[src/rtl/ufold_pkg.sv]
`timescale 1ns / 1ps

package ufold_pkg;

  // Lead bytes that may open a foldable two-byte sequence
  localparam logic [7:0] LEAD_C3 = 8'hC3;
  localparam logic [7:0] LEAD_C4 = 8'hC4;
  localparam logic [7:0] LEAD_C5 = 8'hC5;
  localparam logic [7:0] LEAD_C8 = 8'hC8;

  localparam logic [7:0] CHAR_UPPER_A = 8'h41;
  localparam logic [7:0] CHAR_UPPER_Z = 8'h5A;
  localparam logic [7:0] CASE_OFFSET  = 8'd32;

  localparam logic [7:0] CHAR_A = 8'h61;
  localparam logic [7:0] CHAR_I = 8'h69;
  localparam logic [7:0] CHAR_S = 8'h73;
  localparam logic [7:0] CHAR_T = 8'h74;

  localparam logic [7:0] NO_FOLD = 8'h00;

  // Result queue depth; must leave room for two beats per accepted input
  localparam int unsigned QDEPTH = 4;
  localparam int unsigned QPTR_W = $clog2(QDEPTH);
  localparam int unsigned QCNT_W = $clog2(QDEPTH + 1);

  typedef struct packed {
    logic [7:0] out_byte;
    logic       run_end;
    logic       string_end;
  } fold_beat_t;

  function automatic logic is_lead(input logic [7:0] b);
    return (b inside {LEAD_C3, LEAD_C4, LEAD_C5, LEAD_C8});
  endfunction

  // Plain letter for a matching pair, NO_FOLD otherwise
  function automatic logic [7:0] fold_pair(input logic [7:0] lead, input logic [7:0] nxt);
    logic [7:0] res;
    res = NO_FOLD;
    case (lead)
      LEAD_C4: begin
        if (nxt inside {8'h83, 8'h82}) res = CHAR_A;
      end
      LEAD_C3: begin
        if (nxt inside {8'hA2, 8'h82}) res = CHAR_A;
        else if (nxt inside {8'hAE, 8'h8E}) res = CHAR_I;
      end
      LEAD_C8: begin
        if (nxt inside {8'h99, 8'h98}) res = CHAR_S;
        else if (nxt inside {8'h9B, 8'h9A}) res = CHAR_T;
      end
      LEAD_C5: begin
        if (nxt inside {8'h9F, 8'h9E}) res = CHAR_S;
        else if (nxt inside {8'hA3, 8'hA2}) res = CHAR_T;
      end
      default: res = NO_FOLD;
    endcase
    return res;
  endfunction

endpackage

[src/rtl/ufold_if.sv]
`timescale 1ns / 1ps

interface ufold_in_if;
  logic       valid;
  logic       ready;
  logic [7:0] in_byte;
  logic       in_last;

  modport source (output valid, output in_byte, output in_last, input ready);
  modport sink   (input valid, input in_byte, input in_last, output ready);
endinterface

interface ufold_out_if;
  logic       valid;
  logic       ready;
  logic [7:0] out_byte;
  logic       run_end;
  logic       string_end;

  modport source (output valid, output out_byte, output run_end, output string_end,
                  input ready);
  modport sink   (input valid, input out_byte, input run_end, input string_end,
                  output ready);
endinterface

[src/rtl/ufold_queue.sv]
`timescale 1ns / 1ps

module ufold_queue (
  input  logic                    clk,
  input  logic                    rst_n,
  input  logic [1:0]              push_cnt,
  input  ufold_pkg::fold_beat_t   push_beat0,
  input  ufold_pkg::fold_beat_t   push_beat1,
  output logic                    room2,
  output logic                    pop_valid,
  input  logic                    pop_ready,
  output ufold_pkg::fold_beat_t   pop_beat
);
  import ufold_pkg::*;

  fold_beat_t          mem_r [QDEPTH];
  logic [QPTR_W-1:0]   wr_ptr_r, wr_ptr_nxt;
  logic [QPTR_W-1:0]   rd_ptr_r, rd_ptr_nxt;
  logic [QCNT_W-1:0]   cnt_r, cnt_nxt;
  logic [QPTR_W-1:0]   wr_ptr_p1;
  logic                pop;

  assign pop       = pop_valid && pop_ready;
  assign pop_valid = (cnt_r != '0);
  assign pop_beat  = mem_r[rd_ptr_r];
  assign room2     = (cnt_r <= QCNT_W'(QDEPTH - 2));
  assign wr_ptr_p1 = wr_ptr_r + QPTR_W'(1);

  always_comb begin
    wr_ptr_nxt = wr_ptr_r + QPTR_W'(push_cnt);
    rd_ptr_nxt = pop ? rd_ptr_r + QPTR_W'(1) : rd_ptr_r;
    cnt_nxt    = cnt_r + QCNT_W'(push_cnt) - QCNT_W'(pop);
  end

  always_ff @(posedge clk) begin
    if (!rst_n) begin
      wr_ptr_r <= '0;
      rd_ptr_r <= '0;
      cnt_r    <= '0;
    end else begin
      wr_ptr_r <= wr_ptr_nxt;
      rd_ptr_r <= rd_ptr_nxt;
      cnt_r    <= cnt_nxt;
    end
  end

  // Payload storage: no reset
  always_ff @(posedge clk) begin
    if (push_cnt != 2'd0) begin
      mem_r[wr_ptr_r] <= push_beat0;
    end
    if (push_cnt == 2'd2) begin
      mem_r[wr_ptr_p1] <= push_beat1;
    end
  end

endmodule

[src/rtl/utf8_diacritic_fold_lowercase_top.sv]
`timescale 1ns / 1ps

// Channel  Dir  Payload                           Handshake
// in_ch    in   in_byte[7:0], in_last             valid/ready, beat on both high
// out_ch   out  out_byte[7:0], run_end, string_end valid/ready, beat on both high
//
// One input beat per cycle sustained while the queue has room; each beat yields
// zero, one or two result beats, which go into a four-entry result queue.
// in_ch.ready is high while the queue has room for two beats, so a result stall
// back-pressures the input only once the queue holds more than two beats.
// Reset (rst_n low, synchronous) empties the queue and drops any held lead byte.

module utf8_diacritic_fold_lowercase_top (
  input  logic clk,
  input  logic rst_n,
  ufold_in_if.sink    in_ch,
  ufold_out_if.source out_ch
);
  import ufold_pkg::*;

  // Held lead byte of a possible two-byte sequence
  logic [7:0] held_r, held_nxt;
  logic       held_valid_r, held_valid_nxt;

  logic       accept;
  logic       room2;
  logic [1:0] push_cnt;
  fold_beat_t beat0, beat1;
  fold_beat_t pop_beat;

  logic [7:0] pair_fold;
  logic       fresh;
  logic       fresh_emit;
  logic [7:0] fresh_byte;

  assign in_ch.ready = room2;
  assign accept      = in_ch.valid && in_ch.ready;
  assign pair_fold   = fold_pair(held_r, in_ch.in_byte);

  // Fresh handling of the incoming byte: lower-case A-Z, hold a lead byte
  // unless it ends the string, pass everything else.
  always_comb begin
    fresh_byte = in_ch.in_byte;
    fresh_emit = 1'b1;
    if (in_ch.in_byte >= CHAR_UPPER_A && in_ch.in_byte <= CHAR_UPPER_Z) begin
      fresh_byte = in_ch.in_byte + CASE_OFFSET;
    end else if (is_lead(in_ch.in_byte) && !in_ch.in_last) begin
      fresh_emit = 1'b0;
    end
  end

  always_comb begin
    beat0          = '0;
    beat1          = '0;
    push_cnt       = 2'd0;
    held_nxt       = held_r;
    held_valid_nxt = held_valid_r;
    fresh          = 1'b1;
    if (accept) begin
      // Resolve the held byte first: either it folds with this byte or it
      // goes out unchanged ahead of whatever this byte produces.
      if (held_valid_r) begin
        held_valid_nxt = 1'b0;
        held_nxt       = '0;
        push_cnt       = 2'd1;
        if (pair_fold != NO_FOLD) begin
          beat0.out_byte = pair_fold;
          fresh          = 1'b0;
        end else begin
          beat0.out_byte = held_r;
        end
      end
      if (fresh) begin
        if (fresh_emit) begin
          if (push_cnt == 2'd0) begin
            beat0.out_byte = fresh_byte;
            push_cnt       = 2'd1;
          end else begin
            beat1.out_byte = fresh_byte;
            push_cnt       = 2'd2;
          end
        end else begin
          held_nxt       = in_ch.in_byte;
          held_valid_nxt = 1'b1;
        end
      end
      // Flag the last beat this input caused
      if (push_cnt == 2'd1) begin
        beat0.run_end    = 1'b1;
        beat0.string_end = in_ch.in_last;
      end else if (push_cnt == 2'd2) begin
        beat1.run_end    = 1'b1;
        beat1.string_end = in_ch.in_last;
      end
    end
  end

  always_ff @(posedge clk) begin
    if (!rst_n) begin
      held_r       <= '0;
      held_valid_r <= 1'b0;
    end else begin
      held_r       <= held_nxt;
      held_valid_r <= held_valid_nxt;
    end
  end

  ufold_queue u_queue (
    .clk        (clk),
    .rst_n      (rst_n),
    .push_cnt   (push_cnt),
    .push_beat0 (beat0),
    .push_beat1 (beat1),
    .room2      (room2),
    .pop_valid  (out_ch.valid),
    .pop_ready  (out_ch.ready),
    .pop_beat   (pop_beat)
  );

  assign out_ch.out_byte   = pop_beat.out_byte;
  assign out_ch.run_end    = pop_beat.run_end;
  assign out_ch.string_end = pop_beat.string_end;

endmodule

[src/flat_wrapper.sv]
// flat-port wrapper written by rule: the top's interface ports become plain ports
module utf8_diacritic_fold_lowercase_top_flat import ufold_pkg::*;
  (clk, rst_n, in_ch_valid, in_ch_in_byte, in_ch_in_last, in_ch_ready, out_ch_valid, out_ch_out_byte, out_ch_run_end, out_ch_string_end, out_ch_ready);
  ufold_in_if in_ch_i ();
  ufold_out_if out_ch_i ();
  input  logic clk;
  input  logic rst_n;
  input wire logic [$bits(in_ch_i.valid)-1:0] in_ch_valid;
  input wire logic [$bits(in_ch_i.in_byte)-1:0] in_ch_in_byte;
  input wire logic [$bits(in_ch_i.in_last)-1:0] in_ch_in_last;
  output wire logic [$bits(in_ch_i.ready)-1:0] in_ch_ready;
  output wire logic [$bits(out_ch_i.valid)-1:0] out_ch_valid;
  output wire logic [$bits(out_ch_i.out_byte)-1:0] out_ch_out_byte;
  output wire logic [$bits(out_ch_i.run_end)-1:0] out_ch_run_end;
  output wire logic [$bits(out_ch_i.string_end)-1:0] out_ch_string_end;
  input wire logic [$bits(out_ch_i.ready)-1:0] out_ch_ready;
  assign in_ch_i.valid = in_ch_valid;
  assign in_ch_i.in_byte = in_ch_in_byte;
  assign in_ch_i.in_last = in_ch_in_last;
  assign in_ch_ready = in_ch_i.ready;
  assign out_ch_valid = out_ch_i.valid;
  assign out_ch_out_byte = out_ch_i.out_byte;
  assign out_ch_run_end = out_ch_i.run_end;
  assign out_ch_string_end = out_ch_i.string_end;
  assign out_ch_i.ready = out_ch_ready;
  utf8_diacritic_fold_lowercase_top u_core (.clk(clk), .rst_n(rst_n), .in_ch(in_ch_i), .out_ch(out_ch_i));
endmodule
[config.mk]
export PLATFORM = sky130hd
export DESIGN_NAME = utf8_diacritic_fold_lowercase_top_flat
export DESIGN_NICKNAME = d
export VERILOG_FILES = /design/src/rtl/ufold_pkg.sv /design/src/rtl/ufold_if.sv /design/src/rtl/ufold_queue.sv /design/src/rtl/utf8_diacritic_fold_lowercase_top.sv /design/src/flat_wrapper.sv
export SDC_FILE = /design/constraint.sdc
export NUM_CORES = 1
export LEC_CHECK = 0
export BUFFER_PORTS_ARGS = -buffer_cell sky130_fd_sc_hd__buf_4
export CAP_MARGIN = 20
export CORE_UTILIZATION = 63
export CTS_BUF_LIST = sky130_fd_sc_hd__clkbuf_2 sky130_fd_sc_hd__clkbuf_4 sky130_fd_sc_hd__clkbuf_8
export CTS_CLUSTER_SIZE = 28
export DETAILED_ROUTE_END_ITERATION = 7
export PLACE_DENSITY = 0.83
export REMOVE_ABC_BUFFERS = 1
export SLEW_MARGIN = 15
export SYNTH_ARGS = -nofsm -noshare
export SYNTH_HDL_FRONTEND = slang
export SYNTH_HIERARCHICAL = 1
export SYNTH_SLANG_ARGS = --single-unit
[constraint.sdc]
create_clock -name clk -period 5.2 [get_ports clk]
set_input_delay 1.56 -clock clk [delete_from_list [all_inputs] [get_ports clk]]
set_output_delay 1.56 -clock clk [all_outputs]
set_load 0.02 [all_outputs]
Yosys cells after proc, flatten, opt, wreduce, memory -nomap -nowiden
Memory sizes are Yosys's and may differ from the RTL's. A register that Yosys moved wholly into a read port is not among the register bits. Index checks and enable logic that the tools add are counted.

Memories kept: 1. Logic and storage cells: 100. Memory bits (writable): 40. Bits in registers: 16.

Memories: u_core.u_queue.mem_r (words 4, bits a word 10, read ports 1, clocked after memory_dff 1, wr ports 2, RTL line ufold_queue.sv:16) `fold_beat_t mem_r [QDEPTH];`.

$lt $le $gt $ge: 3. Add/subtract/negate cells: 6. Mux-type cells: 45. Equality and inequality tests: 23. Reduce and logical (&&, ||, !) cells: 17.

Operators by type and width (count): 8-bit equality test (second input constant) (20); 8-bit two-way mux (15); 8-bit case mux with 4 select lines (1); 7-bit two-way mux (4); 2-bit two-way mux (11); 10-bit two-way mux (2); 2-bit nonzero test (8); 1-bit two-way mux (12); 8-bit by 6-bit adder with 8-bit output (second input constant) (1); 8-bit by 7-bit >= comparator with 1-bit output (second input constant) (1); 8-bit by 7-bit <= comparator with 1-bit output (second input constant) (1); 8-bit nonzero test (1); 2-bit by 1-bit adder with 2-bit output (second input constant) (2); 2-bit equality test (second input constant) (2); 1-bit logical AND (4); 4-bit nonzero test (1); 3-bit by 2-bit adder with 3-bit output (1); 3-bit by 2-bit <= comparator with 1-bit output (second input constant) (1); 3-bit nonzero test (1); 3-bit by 1-bit subtractor with 3-bit output (1); 2-bit adder (1); 2-bit by 1-bit equality test with 1-bit output (second input constant) (1); 2-bit zero test (1); 1-bit zero test (1).

Logic depth before layout (Yosys ltp)
Word-level depth: 15. Gate-level depth with buffers: 15. Gate-level depth less buffers: 13.

Modules after synthesis
The synthesis kept the hierarchy.

By module, submodules not included: ufold_queue (sequential area each 1381.3 µm², area an instance 2555.0 µm², cells each 147, times used 1); utf8_diacritic_fold_lowercase_top (sequential area each 180.2 µm², area an instance 1001.0 µm², cells each 127, times used 1).

Worst setup path after synthesis
OpenSTA, ideal clock, no wires.

Kind: input port to flip-flop. Start point: input in_ch_in_byte[2]. End point: memory u_core/u_queue/mem_r[0][0] (netlist bit), enable pin. Data arrival time: 4.263 ns. Setup time: 0.394 ns. Slack: 0.543 ns. Stages on the path: 10. Cell sequence: buf_2 -> nand3b_1 -> a21oi_1 -> o21a_1 -> inv_1 -> ha_1 -> inv_1 -> a21oi_1 -> nor2_1 -> o31ai_1.

RTL lines: from (decl) (RTL line flat_wrapper.sv:9) `input wire logic [$bits(in_ch_i.in_byte)-1:0] in_ch_in_byte;`; to (decl) (RTL line ufold_queue.sv:16).

==> qor.yml <==
global_route:
  grt_pass1_wl_um: 12400
  grt_antenna_before_repair: 0
  largest_net_degree_at_the_start_of_global_routing: 21
  globalRouteTotalUtil_pct: 27.5
  grt.overflow.total: 0
  grt_pass1_vias: 2400
logic_synthesis:
  synth_simple_gate_area_share_pct: 18.0
  synth-warning-count: 6
  synth_xor_xnor_area_share_pct: 1.27
  synth_top_cells_by_area: "edfxtp_1 (34%), dfxtp_1 (10%), mux2_4 (7.6%)"
  synth-seq-area-share_pct: 43.9
  dominant_combinational_cell_family_by_area_after_synthesis: "multiplexers"
  yosys_register_bits: 58
  synth.cell_area_um2: 3560
  yosys_most_used_dff: "edfxtp_1"
  synth-compound-area-share_pct: 8.48
  post_synth.cell_area_avg_um2: 13.0
  synth.lib_cells_used.distinct: 66
  synthCells: 274
  muxShareOfSynthArea_pct: 22.0
  synth_top_area_share_pct: 33.8
  synth-async-reset-ratio_pct: 0
  synth_enable_flop_cells: 40
  synth_adder_area_share_pct: 2.67
  yosys.area.top_type: "edfxtp_1"
worst_setup_path:
  timing.critical_path.cells: "buf_4 -> or2_2 -> nand2_1 -> a32o_2 -> o31ai_2 -> nor2b_1 -> nor4bb_4 -> buf_4 -> a21o_1"
  cp_max_fo: 12
  worst_path_largest_cell_delay_ns: 0.55
  type_of_element_capturing_the_critical_path: "flip-flop"
  path_class: "input port to flip-flop"
  timing.reg2reg.setup_slack_ns: 1.80
  cpMostUsedCell: "buf_4"
  path_delay_family: "simple AND/OR/NAND/NOR gates"
  startpoint: "in_ch_in_byte[2]"
  rr_startpoint: "u_core/held_r[3]$_SDFFE_PN0P_"
  cp_slowest_cell: "nor2b_1"
  critPathBufInv: 2
  critical_path_arrival_ns: 4.25
  setup.worst_path.start_class: "input port"
  req_time_crit_path_ns: 5.18
power_and_ir_drop:
  power-per-cell-area_nw_per_um2: 399
  p_total_mw: 1.61
  vdd_ir_drop_max_uv: 240
  power.static_leakage_nw: 1.57
floorplan:
  std_cell_rows: 26
  die_width_um: 77.1
  initial_core_util_pct: 67.5
  design.portCount: 25
  dieHeight_um: 77.1
  die-area_um2: 5950
  core_region_area_um2: 5270
layout:
  finish.net_count: 322
  layout.area.seq_um2: 1560
  drive_gt1_share_pct: 33.2
  num_antenna_cells: 0
  multi_input_area_um2: 1870
  areaGrowthSynthToFinish_pct: 13.1
  commonest_cells_after_routing_fill_and_taps_aside: "edfxtp_1 (40), buf_4 (31), nand2_1 (19)"
  fillCellCount: 351
  finalCoreUtilization_pct: 76.3
  mostFrequentLayoutCell: "edfxtp_1"
run:
  drv.max_cap_violation_count: 0
drt:
  antenna_left: 0
  avg_wl_per_cell_um: 19.6
  routed_via_density: 6.44
  violation_count_after_the_first_detailed_routing_iteration: 227
  vias: 2429
  drt-total-wl_um: 7410
  drcViolationCount: 0
  detailedRoute.firstPassIterationCount: 5
sta:
  achievable-frequency_mhz: 234
  finalClockSkew_ns: 0.00921
  min_period_over_period_pct: 82.1
  worst_setup_slack_final_ns: 0.930
  finalHoldViolCount: 0
  setup_tns_ns: 0
  grt_setup_unrepaired: "false"
  relSlewSlack_pct: 35.9
  finalWorstPathRequiredPeriod_ns: 4.27
  final-setup-viol-count: 0
  final_max_slew_viol_count: 0
  tightest_pin_transition_ns: 0.958
clock_tree:
  clock_path_buffers: 2
  clock_tree.htree_level_count: 3
  tritoncts_num_sinks: 58
  postCtsHoldBufs: 0
  clkLatencyLatePin_ns: 0.33
  post_cts_buffers: 0
  clkSlewWorstSetupHoldPaths_ns: 0.07
  postCtsResizedCells: 0
  numCtsBuffers: 9
  clock_tree_from_tritoncts: "done"
  cts.root.buffer_cell: "clkbuf_8"
placement:
  gpl.final_weighted_congestion: 0.926
  hpwl_um: 5180
  portBuffers: 24
  dp_slack_ns: 0.590
status:
  outcome: "finished, final reports clean"
hold_path:
  min-delay-path-class: "flip-flop to flip-flop"
  hold_start: "u_core/u_queue/rd_ptr_r[1]$_SDFFE_PN0P_"
sequential cells by signal (all words and copies together) (netlist names), named ones only:
| signal | flops |
|---|---|
| u_core/held_valid_r | 1 |
| u_core/u_queue/cnt_r | 3 |
| u_core/u_queue/rd_ptr_r | 2 |
| u_core/u_queue/mem_r | 40 |
| u_core/u_queue/wr_ptr_r | 2 |
| u_core/held_r | 8 |
power by group:
group          switching, mW  internal, mW  total [mW]  leakage, nW
logic                  0.222         0.246       0.469        0.925
registers             0.0514         0.572       0.623        0.520
clock network          0.186         0.328       0.515        0.120
per-layer routing:
metal / vias to the layer above / global-route usage, % / share of wire (%)
li1: 1126 / - / -
met1: 1186 / 37.6 / 45
met2: 102 / 43.5 / 48
met3: 15 / 4.29 / 5.1
met4: 0 / 11.7 / 1.9
met5: - / 0 / 0
synthesized netlist by cell type, drive strengths merged (4+ instances only):
master,count
dfxtp,18
edfxtp,40
mux2i,4
mux2,40
nor3,4
nor2b,4
inv,9
ha,6
nor4,5
mux4,10
a21oi,9
buf,11
nor2,14
nand2,19
or3,4
and2,7
nand2b,4
and3,7
a32o,8
metrics by stage:
step                instance area, um2  instances  hold WS (ns)
finish                            4020        377         0.492
global route                      4020        377         0.525
CTS                               4020        377         0.493
detailed placement                3780        361         0.475
global placement                  3780        361         0.462
floorplan                         3460        260         0.449
worst register-to-register path, stage by stage (launching register included):
cell      delay, ns
dfxtp_1        0.48
or3b_4         0.21
nor4_1         0.06
o21a_2         0.28
o31ai_2        0.42
nor2b_1        0.55
nor4bb_4       0.38
buf_4          0.27
a21o_1         0.39
final cells by class:
class,instances,share of cell area [%]
multi-input combinational,193,46.4
clock buffer,11,3.45
sequential,58,38.8
tap,70,2.18
inverter,9,0.840
clock inverter,5,2.55
timing repair buffer,31,5.79
cells by family (layout without fill, tap and decap cells):
| logic type | count (synthesis) | after routing |
|---|---|---|
| buffers and inverters | 23 | 56 |
| AO/OA/AOI/OAI | 39 | 39 |
| AND/OR/NAND/NOR | 91 | 91 |
| XOR/XNOR | 2 | 2 |
| adder cells (fa/ha/maj) | 7 | 7 |
| flip-flops | 58 | 58 |
| multiplexers | 54 | 54 |
path summary, 6_finish.rpt:
check,endpoint,cells after the start
worst min register to register,u_core/u_queue/rd_ptr_r[1]$_SDFFE_PN0P_,2
worst max-delay path,u_core/u_queue/mem_r[2][4]$_DFFE_PP_,9
worst min-delay path,u_core/u_queue/rd_ptr_r[1]$_SDFFE_PN0P_,2
worst max register to register,u_core/u_queue/mem_r[2][4]$_DFFE_PP_,8
No activity file was read; power rests on OpenSTA's default activity.
